--- src/hw/rtl/cht_pkg.sv ---
// Shared types and constants for the chained hash table unit.
package cht_pkg;

    localparam int KEY_W = 31;
    localparam int HEAD_W = 32;
    localparam int BC_W = 8;
    localparam int STATUS_W = 2;
    localparam int BIDX_W = 7;
    localparam logic [BC_W-1:0] BC_RESET = 8'd13;

    localparam logic [1:0] MODE_INSERT = 2'd0;
    localparam logic [1:0] MODE_SEARCH = 2'd1;
    localparam logic [1:0] MODE_REMOVE = 2'd2;
    localparam logic [1:0] MODE_UNUSED = 2'd3;

    localparam logic [STATUS_W-1:0] ST_OK = 2'd0;
    localparam logic [STATUS_W-1:0] ST_MISS = 2'd1;
    localparam logic [STATUS_W-1:0] ST_FULL = 2'd2;

    localparam logic [HEAD_W-1:0] HEAD_DELETED = '1;

    // Commands from controller to datapath
    typedef struct packed {
        logic load;        // capture request, start modulo
        logic div_step;    // one restoring-division step
        logic clr_step;    // one clear pass step
        logic rd_bucket;   // read head and length of bucket
        logic chk_head;    // evaluate head, prime chain scan
        logic scan_rd;     // issue chain read at scan index
        logic scan_chk;    // compare chain data, advance
        logic shift_rd;    // read entry at index+1 for compaction
        logic shift_wr;    // write shifted entry, advance
        logic finish;      // latch result into output register
    } cht_cmd_t;

    // Status from datapath to controller
    typedef struct packed {
        logic div_done;
        logic clr_done;
        logic key_zero;
        logic mode_bad;
        logic mode_rm;     // request is a removal
        logic head_done;   // head step decided the request
        logic chain_none;  // chain is empty, nothing to scan
        logic scan_hit;
        logic scan_end;
        logic shift_last;
    } cht_sts_t;

endpackage

--- src/hw/rtl/cht_ctrl.sv ---
// Controller state machine for the chained hash table unit.
module cht_ctrl
(
    input  logic              clk,
    input  logic              rst_n,
    input  logic              in_valid,
    output logic              in_stall,
    output logic              out_valid,
    input  logic              out_stall,
    input  cht_pkg::cht_sts_t sts,
    output cht_pkg::cht_cmd_t cmd
);
    import cht_pkg::*;

    typedef enum logic [3:0] {
        S_CLEAR, S_IDLE, S_DIV, S_RDB, S_HEAD, S_SRD, S_SCHK,
        S_HRD, S_HWR, S_FIN
    } state_t;

    state_t state_reg, state_next;
    logic   ov_reg, ov_next;

    assign out_valid = ov_reg;
    // accept a new request whenever idle; S_FIN waits for the output slot
    assign in_stall = (state_reg != S_IDLE);

    always_comb
    begin
        cmd = '0;
        state_next = state_reg;
        ov_next = ov_reg && out_stall;
        unique case (state_reg)
            S_CLEAR:
            begin
                cmd.clr_step = 1'b1;
                if (sts.clr_done)
                    state_next = S_IDLE;
            end
            S_IDLE:
            begin
                if (in_valid && !in_stall)
                begin
                    cmd.load = 1'b1;
                    state_next = S_DIV;
                end
            end
            S_DIV:
            begin
                cmd.div_step = 1'b1;
                if (sts.div_done)
                    state_next = S_RDB;
            end
            S_RDB:
            begin
                cmd.rd_bucket = 1'b1;
                state_next = S_HEAD;
            end
            S_HEAD:
            begin
                cmd.chk_head = 1'b1;
                if (sts.key_zero || sts.mode_bad || sts.head_done || sts.chain_none)
                    state_next = S_FIN;
                else
                    state_next = S_SRD;
            end
            S_SRD:
            begin
                cmd.scan_rd = 1'b1;
                state_next = S_SCHK;
            end
            S_SCHK:
            begin
                cmd.scan_chk = 1'b1;
                priority if (sts.scan_hit && (sts.shift_last || !sts.mode_rm))
                    state_next = S_FIN;
                else if (sts.scan_hit)
                    state_next = S_HRD;
                else if (sts.scan_end)
                    state_next = S_FIN;
                else
                    state_next = S_SRD;
            end
            S_HRD:
            begin
                cmd.shift_rd = 1'b1;
                state_next = S_HWR;
            end
            S_HWR:
            begin
                cmd.shift_wr = 1'b1;
                state_next = sts.shift_last ? S_FIN : S_HRD;
            end
            S_FIN:
            begin
                if (!ov_next)
                begin
                    cmd.finish = 1'b1;
                    ov_next = 1'b1;
                    state_next = S_IDLE;
                end
            end
            default: state_next = S_IDLE;
        endcase
    end

    always_ff @(posedge clk or negedge rst_n)
    begin
        if (!rst_n)
        begin
            state_reg <= S_CLEAR;
            ov_reg <= 1'b0;
        end
        else
        begin
            state_reg <= state_next;
            ov_reg <= ov_next;
        end
    end

endmodule

--- config.mk ---
export PLATFORM = sky130hd
export DESIGN_NAME = cht_ctrl
export DESIGN_NICKNAME = d
export VERILOG_FILES = /design/src/hw/rtl/cht_pkg.sv /design/src/hw/rtl/cht_ctrl.sv
export SDC_FILE = /design/constraint.sdc
export NUM_CORES = 1
export LEC_CHECK = 0
export ABC_CLOCK_PERIOD_IN_PS = 1300
export BUFFER_PORTS_ARGS = -buffer_cell sky130_fd_sc_hd__buf_2
export CORE_AREA = 2 2 39 41
export CTS_CLUSTER_DIAMETER = 40
export DETAILED_ROUTE_END_ITERATION = 10
export DIE_AREA = 0 0 41 43
export PLACE_DENSITY = 0.73
export SETUP_SLACK_MARGIN = 0.15
export SYNTH_ARGS = -nofsm -noshare
export SYNTH_HDL_FRONTEND = slang
export SYNTH_SLANG_ARGS = --single-unit
--- constraint.sdc ---
create_clock -name clk -period 1.3 [get_ports clk]
set_input_delay 0.195 -clock clk [delete_from_list [all_inputs] [get_ports clk]]
set_output_delay 0.195 -clock clk [all_outputs]
set_load 0.05 [all_outputs]
---- Word-level counts from Yosys, hierarchy flattened ----
Index checks and enable logic that the tools add are counted.
storage, ports and cells
  input bits .............................. 14
  output and inout port bits .............. 12
  bits in registers ....................... 5
operators by class
  reductions and logical operators ........ 11
  multiplexer cells ....................... 23
  eq/ne operators ......................... 14
operators by type and width
  cell                                                 number
  case mux 4 bit (10 select lines)                     1
  2-to-1 mux 4 bit                                     9
  equality test 4 x 3 -> 1 bit, second input constant  4
  2-to-1 mux 1 bit                                     13
  equality test 4 x 2 -> 1 bit, second input constant  2
  equality test 4 bit, second input constant           2
  != test 2 bit, second input constant                 4
  equality test 4 x 1 -> 1 bit, second input constant  1
  zero test 4 bit                                      1
  logical OR 1 bit                                     4
  != test 4 x 1 -> 1 bit, second input constant        1
  AND reduction 4 bit                                  1
  logical AND 1 bit                                    3
  zero test 1 bit                                      2

---- Logic depth before layout (Yosys ltp) ----
Gate-level depths: netlist of the first run.
  word-level depth ........................ 5
  mapped depth ............................ 5

---- Worst setup path after synthesis of the first run ----
Ideal clock, no wire load.
  path type ............................... flip-flop to output port
  start point ............................. reg state_reg[2]
  end point ............................... out cmd[7] (netlist bit)
  arrival time ............................ 2169 ps
  path slack .............................. -1064 ps
  cell stages (with the launch flop) ...... 3
  cells stage by stage .................... dfrtp_1 > buf_4 > nor4_1
RTL lines
  element                 line             source
  start, declared         cht_ctrl.sv:20   state_t state_reg, state_next;
  start signal, assigned  cht_ctrl.sv:115  state_reg <= state_next;
  end, declared           cht_ctrl.sv:11   output cht_pkg::cht_cmd_t cmd

==> results.cfg, run 1 <==
[run_status]
status = finished, violations left
failed_checks = setup timing

[detailed_routing]
vias = 696
drt_iter0_markers = 16
via_per_inst = 5.31
post-route-drc-count = 0
ant_nets = 0
routed_wl_mm = 1.90
firstDrtPassIters = 4
wl_per_cell_um = 14.5

[clock_network]
cts_inserted_buffers = 3
path_clk_slew_ns = 0.04
cts_tree = yes
ctsHtreeMaxLevel = 1
clk_latency_ns = 0.24
cts_sinks = 5
root_buffer = clkbuf_4
clockBufferDepth = 2

[global_routing]
antenna_found_initial = 0
grt_max_degree = 9
grt_pass1_vias = 633
grt_usage_pct = 23.4
grt_pass1_wl_mm = 2.84
overflow = 0

[synth]
ys_seq_area_share_pct = 26.7
yosysWarnings = 0
synthArstFlopShare_pct = 100
avgSynthCellArea_um2 = 7.45
ys.flop_type = dfrtp_1
synth_area_leaders = dfrtp_1, nor2_1, nor4_1
synth_edf_count = 0
synth_cell_types = 29
ys_top_cells_by_count = nor2_1, nand2_1, dfrtp_1, nor4_1
syn_area_um2 = 469
syn_nets = 77
yosys.area.top_type = dfrtp_1
syn_inst = 63
synth_most_common_cell = nor2_1
synth-seq-cells = 5
synth_top_area_share_pct = 26.7

[power_and_ir_drop]
p_comb_share_pct = 79.7
ir_worst_vdd_v = 0.00120
power.switching_mw = 1.27
p_sw_share_pct = 49.6
pwr-share-clk_pct = 6.8
powerDensity_nw_per_um2 = 2490
intPower_mw = 1.29
p_seq_share_pct = 13.5
cellLeakagePower_nw = 0.467

[cells_and_area]
drive_gt1_share_pct = 65.2
final_cells = 131
syn_to_final_growth_pct = 119
final_nets = 130
postLayoutCellArea_um2 = 1030
largest_reg_flops = 4
diodes = 0

[floorplan]
die_height_um = 43
io_pins = 26
core_area_um2 = 1380
initial_utilization_pct = 33.9
dieArea_um2 = 1760
row_count = 14
die_w_um = 41

[timing]
finClkSkew_ns = 0.00419
slew-limit-headroom_pct = 68.6
grt_setup_unrepaired = yes
hold_violations = 0
slew_viol_final = 0
worstMarginPinSlew_ns = 0.467
post-route-min-period_ns = 1.51
holdWs_ns = 0.212
tns_ns = -2.05
fmaxAchievable_mhz = 662
setup_viol = 14
fin_ws_ns = -0.210
period_share_pct = 116

[placed_design]
place_ws_ns = -0.0982
place.gp.congestion = 0.813
port_buffers = 25
dpl.hpwl_mm = 1.19
dpl_cell_area_um2 = 813
dp.cells = 117

[worst_setup_path]
endpoint_kind = primary output
critPathLaunchType = flop
cp_max_fo = 7
r2r_setup_slack_ns = -0.07
critPathKind = reg -> out
cp.required_ns = 1.11
critPathArrivalTime_ns = 1.32

[run]
drv_cap = 0

[worst_hold_path]
min_path_type = in -> reg
final timing paths:
check | startpoint | to | cells past startpoint
max | state_reg[3] | cmd[7] | 3
max reg2reg | state_reg[0] | state_reg[3] | 5
min reg2reg | state_reg[3] | state_reg[2] | 1
max in group asynchronous | rst_n | state_reg[2] | 2
min | sts[9] | state_reg[1] | 2
min in group asynchronous | rst_n | state_reg[0] | 2
placed cells by master, fill, tap and decap left out, types with 3 or more instances in the layout:
master     n
buf_4     22
nand2_1    6
nor2_1     9
nor3_4     4
nor2_4     3
nor4_1     4
buf_6     16
clkbuf_4   3
dfrtp_2    3
buf_2     13
power by group through the flow:
stage / Sequential, mW / Clock [mW] / Combinational, mW
finish: 0.347 / 0.174 / 2.04
detailed placement: 0.348 / 0 / 1.59
global placement: 0.343 / 0 / 1.57
floorplan: 0.361 / 0 / 1.15
global route: 0.354 / 0.190 / 2.15
CTS: 0.339 / 0.187 / 1.95
routing by layer:
metal	track usage, %	vias up	routed length, µm	part of all wire, %
li1	-	339	-	-
met1	32.6	327	812	43
met2	35.6	26	1020	53
met3	4.19	4	59	3.1
met4	7.33	0	12	0.63
met5	0	-	0	0
cell type report:
cell class,count,area (µm²)
Inverter,1,3.75
Tap cell,16,20.0
Multi-Input combinational cell,53,429
Sequential cell,5,129
Timing Repair Buffer,52,420
Clock buffer,4,26.3
Fill cell,101,355
worst max-delay path: stages (launching register included):
cell and delay, ns:
dfrtp_2 0.47, buf_6 0.16, nor4_4 0.26, buf_6 0.19
metrics by stage:
| step | util (%) | power, mW |
|---|---|---|
| finish | 74.3 | 2.56 |
| detailed placement | 58.8 | 1.94 |
| global placement | 58.8 | 1.91 |
| floorplan | - | 1.51 |
| global route | 74.3 | 2.69 |
| CTS | 72.5 | 2.48 |
logic make-up (layout without fill, tap and decap cells):
kind of cell    after synthesis  count (layout)  share of synthesized area (%)
mux                           2               2                           4.53
buf+inv                       5              57                           6.93
simple gates                 37              37                           41.6
compound gates               14              14                           20.3
flops                         5               5                           26.7
repair_timing:
action | CTS | global route
cloned | 0 | 0
setup endpoints to repair | 15 | 15
hold endpoints to repair | 5 | 0
pin swaps | 6 | 1
gates resized for setup | 32 | 5
hold buffers | 1 | 0
setup buffers | 8 | 1
Note: power is estimated with default switching activity, not from simulation.
==> inputs of run 2 (changes only) <==
==> constraint.sdc (replaced) <==
create_clock -name clk -period 1.3 [get_ports clk]
set_input_delay 0.065 -clock clk [delete_from_list [all_inputs] [get_ports clk]]
set_output_delay 0.065 -clock clk [all_outputs]
set_load 0.05 [all_outputs]
==> run 2 against run 1 <==
Against the previous run:
- the run still ends with setup timing left
- maximum frequency rose by 2.1%
- clock power rose by 14%
- power rose by 17%
- clock-buffer cell count fell by 1
==> results.cfg, run 2 (synthesized netlist as in run 1, its figures left out) <==
[timing]
grt_setup_unrepaired = yes
holdWs_ns = 0.0645
hold_violations = 0
slew_viol_final = 0
setup_viol = 14
slew-limit-headroom_pct = 79.2
finClkSkew_ns = 0.00792
fmaxAchievable_mhz = 676
worstMarginPinSlew_ns = 0.311
fin_ws_ns = -0.179
post-route-min-period_ns = 1.48
period_share_pct = 114

[clock_network]
clk_latency_ns = 0.26
root_buffer = clkbuf_4
cts_sinks = 5
ctsHtreeMaxLevel = 1
clockBufferDepth = 2
cts_tree = yes
cts_inserted_buffers = 3
path_clk_slew_ns = 0.06

[placed_design]
place_ws_ns = -0.0463
dp.cells = 117
dpl.hpwl_mm = 1.25
place.gp.congestion = 0.805
port_buffers = 25
dpl_cell_area_um2 = 840

[worst_hold_path]
min_path_type = in -> reg
hold_path_depth = 2

[detailed_routing]
vias = 811
ant_nets = 0
post-route-drc-count = 0
wl_per_cell_um = 18.5
drt_iter0_markers = 45
via_per_inst = 5.83
routed_wl_mm = 2.57
firstDrtPassIters = 7

[worst_setup_path]
cp_max_fo = 4
cp.required_ns = 1.24
critPathKind = reg -> out
critPathLaunchType = flop
endpoint_kind = primary output
reg2regPathDepth = 6
critPathArrivalTime_ns = 1.41

[power_and_ir_drop]
p_sw_share_pct = 49.4
power.switching_mw = 1.49
ir_worst_vdd_v = 0.00158
p_seq_share_pct = 11.8
p_comb_share_pct = 81.6
cellLeakagePower_nw = 0.534
intPower_mw = 1.52
pwr-share-clk_pct = 6.6
powerDensity_nw_per_um2 = 2580

[floorplan]
core_area_um2 = 1380
dieArea_um2 = 1760
die_w_um = 41
die_height_um = 43
io_pins = 26
initial_utilization_pct = 33.9
row_count = 14

[cells_and_area]
layout_common_cells = buf_6, buf_4, buf_2
diodes = 0
largest_reg_flops = 4
final_cells = 139
post-route-util_pct = 84.3
syn_to_final_growth_pct = 149
postLayoutCellArea_um2 = 1170
drive_gt1_share_pct = 73.2
final_nets = 138

[global_routing]
grt_usage_pct = 27.9
overflow = 0
grt_max_degree = 9
grt_pass1_wl_mm = 3.20
antenna_found_initial = 0
grt_pass1_vias = 663

[run]
drv_cap = 0

[run_status]
failed_checks = setup timing
status = finished, violations left
-- run 2: changes by cell type in the layout (fill, tap and decap cells not counted), moves of 2 or more --
cell     change
o21ai_0      +2
buf_8        +3
buf_6        +5
nand2_1      -3
o21ai_1      -2
nand2_2      +2
-- run 2: final timing paths --
kind                                    from  slack, ns      endpoint
worst max register to register  state_reg[3]      -0.15  state_reg[1]
worst max-delay path            state_reg[1]      -0.18        cmd[0]
worst min register to register     out_valid       0.67     out_valid
worst min-delay path                  sts[9]       0.06  state_reg[1]
min in group asynchronous              rst_n       0.14  state_reg[1]
max in group asynchronous              rst_n       1.00  state_reg[2]
-- run 2: final cells by class --
type                    count  area, µm²
fillers                    68        218
repair buffers             60        519
flip-flops and latches      5        130
clock buffers               3       22.5
inverters                   1       3.75
well taps                  16       20.0
clock inverters             1       5.00
multi-input cells          53        465
-- run 2: critical path, cell delays in order (launching register included) --
cell	delay [ns]
dfrtp_2	0.44
buf_6	0.14
nor2b_4	0.11
nand3b_1	0.15
a21oi_4	0.15
buf_6	0.17
-- run 2: timing repair --
item | 4_1_cts | 5_1_grt
endpoints found under the setup margin | 14 | 16
hold endpoints to repair | 5 | 0
hold buffers | 1 | 0
buffers inserted | 11 | 6
resized for setup | 39 | 9
cloned | 0 | 0
pin swaps | 4 | 5
-- run 2: per-stage QoR --
| step | power, mW | setup TNS, ns |
|---|---|---|
| 3_5_place_dp | 2.04 | -0.0551 |
| 2_1_floorplan | 1.57 | -0.229 |
| 4_1_cts | 2.71 | -1.30 |
| 3_3_place_gp | 2.01 | -0.0211 |
| 6_report | 3.01 | -1.42 |
| 5_1_grt | 3.12 | -1.93 |
-- run 2: power by group through the flow --
stage	Combinational, mW	Sequential (mW)	Clock [mW]
after floorplan	1.20	0.367	0
after global placement	1.67	0.346	0
after detailed placement	1.69	0.352	0
after CTS	2.16	0.339	0.208
after global routing	2.54	0.353	0.220
final	2.46	0.355	0.198
-- run 2: per-layer routing --
metal | vias up | wire (µm) | global-route usage [%]
li1 | 356 | - | -
met1 | 382 | 987 | 36.2
met2 | 60 | 1290 | 41.6
met3 | 13 | 175 | 9.42
met4 | 0 | 109 | 10.0
met5 | - | 0 | 0
==> inputs of run 3 (changes only) <==
--- a/config.mk
+++ b/config.mk
@@ -12,6 +12,7 @@
 export DETAILED_ROUTE_END_ITERATION = 10
 export DIE_AREA = 0 0 41 43
 export PLACE_DENSITY = 0.73
+export REMOVE_ABC_BUFFERS = 1
 export SETUP_SLACK_MARGIN = 0.15
 export SYNTH_ARGS = -nofsm -noshare
 export SYNTH_HDL_FRONTEND = slang
==> run 3 against run 2 <==
Against the previous run:
- the flow still finishes with violations (setup timing)
- setup slack gained 0.080 ns
- worst hold slack lost 0.0027 ns
- cell area is 4.2% lower
- clock power down 6%
- critical path depth decreased by 1
- critical path type unchanged
- largest power group unchanged
- highest routed layer unchanged
==> results.cfg, run 3 (synthesized netlist as in run 1, its figures left out) <==
[floorplan]
die_height_um = 43
io_pins = 26
row_count = 14
core_area_um2 = 1380
initial_utilization_pct = 33.9
die_w_um = 41
dieArea_um2 = 1760

[detailed_routing]
via_per_inst = 5.92
drt_iter0_markers = 19
vias = 781
met3_length_um = 111
highest-signal-layer = met4
wl_per_cell_um = 18.0
ant_nets = 0
wl_met1_um = 837
met2_length_mm = 1.35
post-route-drc-count = 0
firstDrtPassIters = 4
routed_wl_mm = 2.38

[worst_setup_path]
reg2regPathDepth = 5
worst_path_max_delay_cell = dfrtp_2
endpoint_kind = primary output
path_cells = nor2b_2 -> nand3b_1 -> a21oi_2 -> buf_4
r2r_end = state_reg[1]
cp.required_ns = 1.24
cpPeakStageDelay_ns = 0.42
critPathArrivalTime_ns = 1.33
critPathKind = reg -> out
critPathLaunchType = flop
r2r_setup_slack_ns = -0.08
crit-reg2reg-launch = state_reg[0]
cp_max_fo = 5

[global_routing]
grt_max_degree = 8
grt_usage_pct = 24.7
antenna_found_initial = 0
grt_pass1_vias = 691
grt_pass1_wl_mm = 2.82
overflow = 0

[timing]
finClkSkew_ns = 0.00410
post-route-min-period_ns = 1.40
slew_viol_final = 0
grt_setup_unrepaired = yes
period_share_pct = 108
fmaxAchievable_mhz = 715
setup_viol = 13
fin_ws_ns = -0.0994
slew-limit-headroom_pct = 73.8
worstMarginPinSlew_ns = 0.389
hold_violations = 0

[cells_and_area]
final_cells = 132
largest_reg_flops = 4
postLayoutCellArea_um2 = 1120
final_nets = 131
syn_to_final_growth_pct = 138
final_common_cell = buf_6
drive_gt1_share_pct = 72.4
final.fill_count = 80
layout_common_cells = buf_6, buf_4, buf_2
diodes = 0

[power_and_ir_drop]
cellLeakagePower_nw = 0.493
total_power_mw = 2.87
powerDensity_nw_per_um2 = 2560
ir_worst_vdd_v = 0.00142

[clock_network]
clockBufferDepth = 2
cts_tree = yes
root_buffer = clkbuf_4
clk_latency_ns = 0.25
cts_inserted_buffers = 3
path_clk_slew_ns = 0.05
ctsHtreeMaxLevel = 1
cts_sinks = 5

[run_status]
status = finished, violations left
failed_checks = setup timing

[worst_hold_path]
hold_path_end = state_reg[1]
min_path_type = in -> reg
hp-start = sts[9]
hold_path_depth = 2

[run]
drv_cap = 0

[placed_design]
dp.cells = 111
port_buffers = 25
place.gp.congestion = 0.875
dpl_cell_area_um2 = 681
dpl.hpwl_mm = 1.09
run 3: cell count changes in the layout (fill, tap and decap cells not counted), sizes merged:
cell	before	now
buf	59	52
clkinv	1	0
clkbuf	3	4
run 3: layout make-up:
class	count	area (µm²)	area share, %
multi-input cells	53	465	41.7
well taps	16	20.0	1.79
clock buffers	4	26.3	2.35
inverters	1	3.75	0.336
flip-flops and latches	5	130	11.6
repair buffers	53	472	42.2
run 3: report_power, final:
part	internal (mW)	switching [mW]
combinational	1.09	1.24
clock	0.116	0.0702
sequential	0.229	0.112
total	1.44	1.43
run 3: worst max-delay path by stage:
stage,startpoint,to,cells after the start
final,state_reg[0],cmd[0],4
after global routing,state_reg[0],cmd[0],4
after CTS,state_reg[1],cmd[1],4
after detailed placement,state_reg[2],cmd[1],3
after global placement,state_reg[2],cmd[1],3
after floorplan,state_reg[2],cmd[7],1
run 3: worst max-delay path: cells and delay by family (launching register included):
| family | cells | cell delay, ns |
|---|---|---|
| AOI/OAI and AO/OA | 1 | 0.15 |
| DFF | 1 | 0.42 |
| buffers and inverters | 1 | 0.21 |
| and+or+nand+nor | 2 | 0.31 |
run 3: per-layer routing:
layer  track usage, %  vias to the layer above
li1                 -                      342
met1             23.4                      380
met2             45.6                       49
met3             4.19                       10
met4             12.7                        0
met5                0                        -
run 3: per-stage QoR:
stage / utilization (%) / hold WS [ns] / TNS [ns] / setup WS, ns
2_1_floorplan: - / -0.231 / -4.29 / -0.856
3_3_place_gp: 49.2 / -0.117 / -0.00440 / -0.00440
3_5_place_dp: 49.2 / -0.115 / -0.00675 / -0.00650
4_1_cts: 69.2 / 0.0392 / -0.487 / -0.0654
5_1_grt: 80.7 / 0.0722 / -1.35 / -0.169
6_report: 80.7 / 0.0619 / -0.757 / -0.0994
run 3: timing repair:
action | in CTS | in global routing
endpoints found under the setup margin | 15 | 15
setup buffers | 12 | 4
endpoints found under the hold margin | 5 | 0
gates resized for setup | 44 | 32
hold buffers | 1 | 0
pin swaps | 6 | 8
